==> src/rtl/pal_pkg.sv <==
// Shared types, constants and the fixed fuse map of the programmable AND-OR array.
package pal_pkg;

   localparam int PINS          = 8;
   localparam int TERMS         = 64;
   localparam int COLS          = 32;
   localparam int TERMS_PER_PIN = 8;
   localparam int DATA_W        = 6;
   localparam int INDEX_W       = $clog2(PINS);

   typedef enum logic {
      ACT_WRITE = 1'b0,
      ACT_READ  = 1'b1
   } action_type;

   typedef struct packed {
      action_type        action;
      logic [INDEX_W-1:0] pin_index;
      logic              pin_level;
   } req_type;

   // Input pins all high and zero feedback give every pin but pin 12 a high level.
   localparam logic [PINS-1:0] INPUT_RESET    = 8'hFF;
   localparam logic [PINS-1:0] FEEDBACK_RESET = 8'h7F;

   // One row per product term; a set bit is a blown fuse.
   localparam logic [COLS-1:0] FUSE_MAP [TERMS] = '{
      32'hFFFFFFFF, 32'hFBB7B7BF, 32'h00000000, 32'h00000000,
      32'h00000000, 32'h00000000, 32'h00000000, 32'h00000000,
      32'hFFFFFFBB, 32'h00000000, 32'h00000000, 32'h00000000,
      32'h00000000, 32'h00000000, 32'h00000000, 32'h00000000,
      32'hFFFFFBBB, 32'hFFFFF77B, 32'h00000000, 32'h00000000,
      32'h00000000, 32'h00000000, 32'h00000000, 32'h00000000,
      32'hFFFFBBBB, 32'hFFFF7F7B, 32'hFFFF77FB, 32'h00000000,
      32'h00000000, 32'h00000000, 32'h00000000, 32'h00000000,
      32'hFFFBBBBB, 32'hFFF7FF7B, 32'hFFF7F7FB, 32'hFFF77FFB,
      32'h00000000, 32'h00000000, 32'h00000000, 32'h00000000,
      32'hFFBBBBBB, 32'hFF7FFF7B, 32'hFF7FF7FB, 32'hFF7F7FFB,
      32'hFF77FFFB, 32'h00000000, 32'h00000000, 32'h00000000,
      32'hFBBBBBBB, 32'hF7FFFF7B, 32'hF7FFF7FB, 32'hF7FF7FFB,
      32'hF7F7FFFB, 32'hF77FFFFB, 32'h00000000, 32'h00000000,
      32'hFFFFFFFF, 32'hEFFFFFFF, 32'h00000000, 32'h00000000,
      32'h00000000, 32'h00000000, 32'h00000000, 32'h00000000
   };

endpackage

==> src/rtl/pal_req_stage.sv <==
// Input register stage that holds one accepted transaction until the array takes it.
module pal_req_stage (
   input  logic                            clock,
   input  logic                            reset,
   input  logic                            req_valid,
   output logic                            req_ready,
   input  logic                            req_action,
   input  logic [pal_pkg::INDEX_W-1:0]     req_pin_index,
   input  logic                            req_pin_level,
   input  logic                            stage_take,
   output logic                            stage_valid,
   output pal_pkg::req_type                stage_req
);

   logic             valid_ff;
   logic             valid_in;
   pal_pkg::req_type req_ff;
   pal_pkg::req_type req_in;

   assign req_ready = !valid_ff || stage_take;
   assign valid_in  = req_ready ? req_valid : valid_ff;

   always_comb begin
      req_in = req_ff;
      if (req_ready && req_valid) begin
         req_in.action    = pal_pkg::action_type'(req_action);
         req_in.pin_index = req_pin_index;
         req_in.pin_level = req_pin_level;
      end
   end

   always_ff @(posedge clock) begin
      if (reset) begin
         valid_ff <= 1'b0;
      end else begin
         valid_ff <= valid_in;
      end
   end

   always_ff @(posedge clock) begin
      req_ff <= req_in;
   end

   assign stage_valid = valid_ff;
   assign stage_req   = req_ff;

endmodule

==> src/rtl/pal_plane.sv <==
// Combinational AND-OR plane: columns, product terms, output enables and inversion.
module pal_plane (
   input  logic [pal_pkg::PINS-1:0] input_levels,
   input  logic [pal_pkg::PINS-1:0] feedback_levels,
   output logic [pal_pkg::PINS-1:0] next_levels
);

   logic [pal_pkg::COLS-1:0]  cols;
   logic [pal_pkg::TERMS-1:0] terms;

   always_comb begin
      for (int k = 0; k < pal_pkg::PINS; k++) begin
         cols[4*k]     = input_levels[k];
         cols[4*k + 1] = !input_levels[k];
         cols[4*k + 2] = feedback_levels[k];
         cols[4*k + 3] = !feedback_levels[k];
      end
   end

   // A term is true when every connected column is high.
   always_comb begin
      for (int r = 0; r < pal_pkg::TERMS; r++) begin
         terms[r] = ((~cols & ~pal_pkg::FUSE_MAP[r]) == '0);
      end
   end

   // The first and last pins use their first term as an output enable.
   always_comb begin
      logic [pal_pkg::TERMS_PER_PIN-1:0] group;
      logic                              gated;
      logic                              sum;
      logic                              enabled;
      for (int k = 0; k < pal_pkg::PINS; k++) begin
         group   = terms[k*pal_pkg::TERMS_PER_PIN +: pal_pkg::TERMS_PER_PIN];
         gated   = (k == 0) || (k == pal_pkg::PINS - 1);
         sum     = gated ? |group[pal_pkg::TERMS_PER_PIN-1:1] : |group;
         enabled = gated ? group[0] : 1'b1;
         next_levels[k] = enabled && !sum;
      end
   end

endmodule

==> src/rtl/pal_and_or_array_evaluator.sv <==
// Top level of the programmable AND-OR array bus peripheral.
// Usage:
//   The req_ channel carries one bus transaction per handshake. A write
//   transaction (req_action low) sets input pin req_pin_index to
//   req_pin_level and produces no response. A read transaction evaluates the
//   64 product terms over the input pins and the latched output pins, latches
//   the eight new pin levels as feedback, and returns pins 13 to 18 on
//   rsp_read_data (bit 0 is pin 13).
//   A transaction is registered in the input register on acceptance and
//   processed from there; a read result passes the AND-OR plane into the
//   response register, which drives rsp_valid. One transaction per cycle is
//   taken while no read waits in the input register on a stalled response.
//   When the receiver stalls, the response register holds and a read waiting
//   in the input register holds too, so req_ready drops; writes keep flowing
//   past a stalled response.
//   Reset sets all input pins high and loads the feedback with the result of
//   one evaluation from zero feedback; a transaction or response still held is dropped.
module pal_and_or_array_evaluator (
   input  logic                                clock,
   input  logic                                reset,
   input  logic                                req_valid,
   output logic                                req_ready,
   input  logic                                req_action,
   input  logic [pal_pkg::INDEX_W-1:0]         req_pin_index,
   input  logic                                req_pin_level,
   output logic                                rsp_valid,
   input  logic                                rsp_ready,
   output logic [pal_pkg::DATA_W-1:0]          rsp_read_data
);

   logic                            stage_valid;
   pal_pkg::req_type                stage_req;
   logic                            stage_take;
   logic                            slot_free;
   logic                            write_commit;
   logic                            read_commit;
   logic [pal_pkg::PINS-1:0]        next_levels;
   logic [pal_pkg::DATA_W-1:0]      next_data;
   logic [pal_pkg::DATA_W-1:0]      held_data;

   logic [pal_pkg::PINS-1:0]        input_levels_ff;
   logic [pal_pkg::PINS-1:0]        input_levels_in;
   logic [pal_pkg::PINS-1:0]        feedback_ff;
   logic [pal_pkg::PINS-1:0]        feedback_in;
   logic                            rsp_valid_ff;
   logic                            rsp_valid_in;
   logic [pal_pkg::DATA_W-1:0]      rsp_data_ff;
   logic [pal_pkg::DATA_W-1:0]      rsp_data_in;

   pal_req_stage u_req_stage (
      .clock         (clock),
      .reset         (reset),
      .req_valid     (req_valid),
      .req_ready     (req_ready),
      .req_action    (req_action),
      .req_pin_index (req_pin_index),
      .req_pin_level (req_pin_level),
      .stage_take    (stage_take),
      .stage_valid   (stage_valid),
      .stage_req     (stage_req)
   );

   pal_plane u_plane (
      .input_levels    (input_levels_ff),
      .feedback_levels (feedback_ff),
      .next_levels     (next_levels)
   );

   assign slot_free    = !rsp_valid_ff || rsp_ready;
   assign stage_take   = (stage_req.action == pal_pkg::ACT_WRITE) || slot_free;
   assign write_commit = stage_valid && (stage_req.action == pal_pkg::ACT_WRITE);
   assign read_commit  = stage_valid && (stage_req.action == pal_pkg::ACT_READ) && slot_free;

   // Read data lists the pins from pin 13 upward, which is feedback bit 6 downward.
   always_comb begin
      for (int j = 0; j < pal_pkg::DATA_W; j++) begin
         next_data[j] = next_levels[pal_pkg::DATA_W - j];
         held_data[j] = feedback_ff[pal_pkg::DATA_W - j];
      end
   end

   always_comb begin
      input_levels_in = input_levels_ff;
      if (write_commit) begin
         input_levels_in[stage_req.pin_index] = stage_req.pin_level;
      end
   end

   assign feedback_in  = read_commit ? next_levels : feedback_ff;
   assign rsp_valid_in = read_commit || (rsp_valid_ff && !rsp_ready);
   assign rsp_data_in  = read_commit ? next_data : rsp_data_ff;

   always_ff @(posedge clock) begin
      if (reset) begin
         input_levels_ff <= pal_pkg::INPUT_RESET;
         feedback_ff     <= pal_pkg::FEEDBACK_RESET;
         rsp_valid_ff    <= 1'b0;
      end else begin
         input_levels_ff <= input_levels_in;
         feedback_ff     <= feedback_in;
         rsp_valid_ff    <= rsp_valid_in;
      end
   end

   always_ff @(posedge clock) begin
      rsp_data_ff <= rsp_data_in;
   end

   assign rsp_valid     = rsp_valid_ff;
   assign rsp_read_data = rsp_data_ff;

   a_read_gives_response: assert property (@(posedge clock) disable iff (reset)
      read_commit |=> rsp_valid_ff)
      else $error("A committed read transaction did not produce a response.");

   a_write_keeps_feedback: assert property (@(posedge clock) disable iff (reset)
      write_commit |=> $stable(feedback_ff))
      else $error("A write transaction changed the feedback levels.");

   a_only_write_sets_inputs: assert property (@(posedge clock) disable iff (reset)
      !write_commit |=> $stable(input_levels_ff))
      else $error("Input pin levels changed without a write transaction.");

   a_response_matches_feedback: assert property (@(posedge clock) disable iff (reset)
      rsp_valid_ff |-> (rsp_data_ff == held_data))
      else $error("Pending response does not match the latched feedback levels.");

   a_stalled_read_held: assert property (@(posedge clock) disable iff (reset)
      stage_valid && (stage_req.action == pal_pkg::ACT_READ) && !slot_free |=> stage_valid)
      else $error("A stalled read transaction was dropped from the input register.");

endmodule

==> config.mk <==
export PLATFORM = sky130hd
export DESIGN_NAME = pal_and_or_array_evaluator
export DESIGN_NICKNAME = d
export VERILOG_FILES = /design/src/rtl/pal_pkg.sv /design/src/rtl/pal_req_stage.sv /design/src/rtl/pal_plane.sv /design/src/rtl/pal_and_or_array_evaluator.sv
export SDC_FILE = /design/constraint.sdc
export NUM_CORES = 1
export LEC_CHECK = 0
export ABC_AREA = 1
export BUFFER_PORTS_ARGS = -buffer_cell sky130_fd_sc_hd__buf_2
export CAP_MARGIN = 20
export CORE_MARGIN = 1
export CORE_UTILIZATION = 25
export DETAILED_ROUTE_END_ITERATION = 8
export PLACE_DENSITY = 0.46
export SYNTH_ARGS = -nofsm -noshare
export SYNTH_HDL_FRONTEND = slang
export SYNTH_HIERARCHICAL = 1
export SYNTH_SLANG_ARGS = --single-unit
==> constraint.sdc <==
create_clock -name clock -period 1.15 [get_ports clock]
set_input_delay 0.23 -clock clock [delete_from_list [all_inputs] [get_ports clock]]
set_output_delay 0.23 -clock clock [all_outputs]
set_load 0.02 [all_outputs]
==> results.txt, run 1 <==
Max H-tree Level: 1
DP HPWL: 978 um
maximum VDD drop: 0.557 mV
Final Hold Fails: 0
critical path class: reg -> out
Die Y: 55.2 um
Finished Cell Area: 947 um2
CTS buffer count: 3
unrepaired setup endpoints after global routing: true
placed cell area: 823 um2
total grt overflow: 0
fin. max-slew vios: 0
cts hold-fix bufs: 0
io pins: 17
TritonCTS clock tree: built
status: complete, but fails checks
deepest clock path buffer count: 2
syn_area_per_cell: 8.23 um2
DRT iter0 DRCs: 23
share of cells above drive strength 1: 35.5%
HP Class: in -> reg
count of buffers from port buffering: 12
Die ar.: 0.00305 mm2
P_sw: 313 uW
first-pass GRT wire length: 2370 um
static leakage: 0.479 nW
vias in the first global route: 546
critical path arrival: 1.00 ns
worst rel slew slack: 80.3%
slack of the critical path: -0.0820 ns
synth warn: 6
clock network fraction of design power: 26.5%
Initial Util: 27.6%
Reg area: 400 um2
Routed WL: 1410 um
GRT Util Overall: 9.83%
routed vias: 617
Fmax achieved: 0.812 GHz
DR WL/cell: 10.0 um
multi-input logic area: 293 um2
GR Util met2: 13.9%
grt met1 use: 13.4%
Worst path slowest cell: edfxtp_1
reg2reg start: u_req_stage/stage_req[4]$_DFFE_PP_
residual DRC count: 0
Nets: 120
Pre-antenna DRT Iters: 4
core area: 0.00257 mm2
cell area after synthesis: 708 um2
initial antenna violation count: 0
Critical Path Start: u_req_stage/stage_req[4]$_DFFE_PP_
clock latency on the worst-skew pair: 0.28 ns
Seq pwr share: 56.6%
# setup viols final: 1
critical-path maximum fanout: 2
worst-path cell chain: nand3_2, inv_2, nand2_2, buf_6
Power Density: 1220 mW/mm2
combinational power share: 16.9%
M3 GR Usage: 2.81%
CP startpoint kind: flop
failing checks: negative setup slack
internal power: 841 uW
FP Rows: 18
worst hold start: req_action
Area Growth Syn to Fin: 33.7%
# diodes: 0
Vias/cell: 4.41
final core utilization: 36.9%
clk sinks: 16
antenna-violating nets left: 0
Clock transition at path regs: 0.09 ns
largest net degree at the start of global routing: 14
Tmin final: 1.23 ns
period utilization: 107%
CP Capture Type: output pin
Max stage delay on crit path: 0.42 ns
gpl congestion: 0.849
worst-margin pin slew: 0.294 ns
Synth Instances: 86
Sw Ratio: 27.1%
die width: 55.2 um
GR peak layer: met2
Root Driver: clkbuf_4
clk_skew: 0.00207 ns
syn_nets: 95
worst endpoint required time: 0.92 ns
fill cell count: 285
max-cap viol count: 0
layer usage:
layer / part of all wire, % / vias up
met5: 0 / -
met1: 47 / 273
met4: 1.1 / 0
li1: - / 326
met2: 46 / 16
met3: 5.3 / 2
critical path, delay by kind of cell, from the launching register on:
| kind | cells | cell delay [ns] |
|---|---|---|
| flops | 1 | 0.42 |
| buf+inv | 2 | 0.15 |
| simple gates | 2 | 0.14 |
flip-flops by register name (all words and copies together), names as in the netlist:
name                     flops
feedback_ff                  7
rsp_read_data                6
rsp_valid                    1
u_req_stage/stage_req        1
u_req_stage/stage_valid      1
power groups by stage:
| stage | clock network (mW) | logic [mW] | registers (mW) |
|---|---|---|---|
| 6_report | 0.306 | 0.195 | 0.653 |
| 3_5_place_dp | 0 | 0.171 | 0.667 |
| 5_1_grt | 0.348 | 0.225 | 0.658 |
| 2_1_floorplan | 0 | 0.104 | 0.677 |
| 4_1_cts | 0.325 | 0.177 | 0.654 |
| 3_3_place_gp | 0 | 0.170 | 0.667 |
layout by cell type (no fill, tap or decap), types with 2 or more instances in the layout:
cell and instances:
a21oi_1 4, buf_2 11, buf_4 7, clkbuf_4 3, dfxtp_1 5, dfxtp_2 2, dfxtp_4 2, edfxtp_1 7
inv_1 9, nand2_1 28, nand2_2 4, nand3_1 9, nor2_1 4, o21ai_0 2
cell type report:
| cell class | count | share of cell area (%) |
|---|---|---|
| multi-input combinational | 58 | 30.9 |
| sequential | 16 | 42.3 |
| timing repair buffer | 19 | 12.5 |
| inverter | 12 | 6.34 |
| clock buffer | 4 | 2.77 |
| tap | 30 | 3.96 |
| timing repair inverter | 1 | 1.19 |
per-stage QoR:
stage | power (mW) | cells | setup slack, ns | hold slack (ns) | setup TNS [ns]
floorplan | 0.781 | 86 | 0.0931 | 0.292 | 0
global placement | 0.837 | 130 | 0.0417 | 0.407 | 0
detailed placement | 0.838 | 130 | 0.0523 | 0.410 | 0
CTS | 1.16 | 137 | -0.0934 | 0.105 | -0.209
global route | 1.23 | 140 | -0.143 | 0.0998 | -0.618
finish | 1.15 | 140 | -0.0820 | 0.116 | -0.0820
worst paths after layout:
check / slack, ns / depth (start not counted) / to
worst max register to register: 0.02 / 7 / feedback_ff[4]$_SDFFE_PP1P_
worst min-delay path: 0.12 / 1 / u_req_stage/stage_req[4]$_DFFE_PP_
worst min register to register: 0.52 / 2 / feedback_ff[3]$_SDFFE_PP1P_
worst max-delay path: -0.08 / 4 / req_ready
what timing repair did:
item                       in CTS  in global routing
setup endpoints to repair       1                 18
gates resized for setup         4                 10
gates cloned                    0                  2
buffers inserted                3                  1
pin swaps                       1                  0
Power figures use the tool's default switching activity.
==> run 2, diff against run 1 <==
Settings changed: ABC_AREA 1 to 0, CORE_UTILIZATION 25 to 51, PLACE_DENSITY 0.46 to 0.78.
==> results.txt, run 2 <==
failing checks: negative setup slack
metal2 WL: 739 um (+13%)
HP Class: in -> reg
internal power: 996 uW (+18%)
synth warn: 6 (unchanged)
Routed WL: 1500 um (+6.8%)
CP most frequent cell: and3_4
Vias/cell: 5.36 (+22%)
FP Rows: 13 (-5)
deepest clock path buffer count: 2 (unchanged)
initial antenna violation count: 0 (unchanged)
GRT Util Overall: 22.7% (+13 points)
fill cell count: 84 (-71%)
TritonCTS clock tree: built
Die ar.: 0.00156 mm2 (-49%)
worst-margin pin slew: 0.183 ns (-0.111 ns)
max FFs per register: 7 (unchanged)
placed cell area: 887 um2 (+7.8%)
io pins: 17 (unchanged)
Bufs and invs on worst path: 0 (-2)
Area Growth Syn to Fin: 45.3%
most frequent cells in the layout: buf_4 (14), buf_2 (10)
maximum VDD drop: 1.01 mV (+82%)
clock network fraction of design power: 28.0% (+1.5 points)
Max stage delay on crit path: 0.33 ns (-0.09 ns)
clk_skew: 0.000972 ns (-0.00110 ns)
syn_nets: 72 (-24%)
share of cells above drive strength 1: 68.5% (+33 points)
syn_area_per_cell: 11.4 um2 (+38%)
final core utilization: 79.9% (+43 points)
Die Y: 39.5 um (-29%)
CP Capture Type: flop
gpl congestion: 0.810 (-4.6%)
critical path arrival: 1.63 ns (+0.63 ns)
Worst path slowest cell: dfxtp_2
static leakage: 0.470 nW (-2.0%)
count of buffers from port buffering: 12 (unchanged)
Fmax achieved: 0.691 GHz (-15%)
combinational power share: 22.3% (+5.4 points)
Root Driver: clkbuf_4
worst endpoint required time: 1.34 ns (+0.42 ns)
core area: 0.00130 mm2 (-49%)
WP depth: 5 (+1)
worst-path cell chain: and3_4, and3_4, mux2_4, and3_4, a211o_1
wl on met1: 632 um (-4.7%)
die width: 39.5 um (-29%)
total grt overflow: 0 (unchanged)
CP startpoint kind: flop
Reg2Reg Setup Slack: -0.30 ns (-0.32 ns)
worst r2r path cells: 5 (-2)
Seq pwr share: 49.7% (-6.9 points)
largest reg by FF count: feedback_ff
hold path cells: 1 (unchanged)
Nets: 102 (-15%)
unrepaired setup endpoints after global routing: true
Pre-antenna DRT Iters: 4 (unchanged)
# diodes: 0 (unchanged)
highest metal used: met4
kind of cell adding the most delay to the critical path: simple AND/OR/NAND/NOR gates
max-cap viol count: 0 (unchanged)
Tmin final: 1.45 ns (+0.215 ns)
clk sinks: 16 (unchanged)
final setup TNS: -1.24 ns (-1.15 ns)
fin. max-slew vios: 0 (unchanged)
DP HPWL: 990 um (+1.3%)
Power Density: 1250 mW/mm2 (+2.9%)
DR WL/cell: 14.0 um (+40%)
Clock transition at path regs: 0.09 ns (about the same)
residual DRC count: 0 (unchanged)
worst rel slew slack: 87.8% (+7.5 points)
clock latency on the worst-skew pair: 0.29 ns (about the same)
Initial Util: 55.0% (+27 points)
critical path class: reg -> reg
Finished Cell Area: 0.00104 mm2 (+9.8%)
P_sw: 308 uW (-1.6%)
vias in the first global route: 519 (-4.9%)
period utilization: 126% (+19 points)
Final Hold Fails: 0 (unchanged)
slack of the critical path: -0.297 ns (-0.215 ns)
commonest non-fill, non-tap cell in the layout: buf_4
cell area after synthesis: 716 um2 (+1.1%)
routed vias: 574 (-7.0%)
CTS buffer count: 3 (unchanged)
Max H-tree Level: 1 (unchanged)
status: complete, but fails checks
metal3 WL: 79 um (+5.3%)
Sw Ratio: 23.6% (-3.5 points)
antenna-violating nets left: 0 (unchanged)
largest net degree at the start of global routing: 10 (-4)
first-pass GRT wire length: 2240 um (-5.8%)
critical-path maximum fanout: 2 (unchanged)
# setup viols final: 10 (+9)
DRT iter0 DRCs: 13 (-43%)
Synth Instances: 63 (-27%)
==> run 2: timing repair <==
action / 4_1_cts / 5_1_grt
buffers inserted: 3 / 3
hold buffers: 0 / 0
setup endpoints to repair: 17 / 19
gates cloned: 0 / 0
pin swaps: 5 / 3
resized for setup: 15 / 10
==> run 2: final cells by class <==
type	instances	area (um2)	share of cell area (%)
sequential	16	399	38.4
multi-input combinational	41	367	35.3
timing repair buffer	29	211	20.3
clock buffer	4	36.3	3.49
tap	15	18.8	1.81
inverter	2	7.51	0.722
==> run 2: metal layers <==
metal / GRT usage, % / vias up
met1: 25.6 / 270
met2: 37.3 / 16
met3: 3.41 / 5
li1: - / 283
met4: 18.1 / 0
met5: 0 / -
==> run 2: worst register-to-register path, stage by stage (launching register included) <==
cell and delay [ns]:
dfxtp_2 0.33, and3_4 0.18, and3_4 0.18, mux2_4 0.30, and3_4 0.14, a211o_1 0.22
==> run 2: path summary, 6_finish.rpt <==
kind                                             startpoint                                  to
worst min-delay path                             req_action  u_req_stage/stage_req[4]$_DFFE_PP_
worst max-delay path            feedback_ff[1]$_SDFFE_PP1P_         feedback_ff[6]$_SDFFE_PP1P_
worst max register to register  feedback_ff[1]$_SDFFE_PP1P_         feedback_ff[6]$_SDFFE_PP1P_
worst min register to register  feedback_ff[6]$_SDFFE_PP1P_         feedback_ff[6]$_SDFFE_PP1P_
==> run 2: power by group through the flow <==
stage,sequential [mW],combinational (mW),clock [mW]
final,0.649,0.290,0.365
after global routing,0.652,0.313,0.392
after CTS,0.647,0.264,0.375
after global placement,0.657,0.227,0
after detailed placement,0.659,0.233,0
after floorplan,0.679,0.118,0
==> run 2: per-stage QoR <==
step / power (mW) / instances / setup slack (ns) / hold WS (ns)
after floorplan: 0.798 / 63 / -0.334 / 0.292
after global placement: 0.884 / 98 / -0.280 / 0.407
after CTS: 1.29 / 105 / -0.299 / 0.104
final: 1.30 / 107 / -0.297 / 0.110
after detailed placement: 0.892 / 98 / -0.302 / 0.409
after global routing: 1.36 / 107 / -0.344 / 0.0973
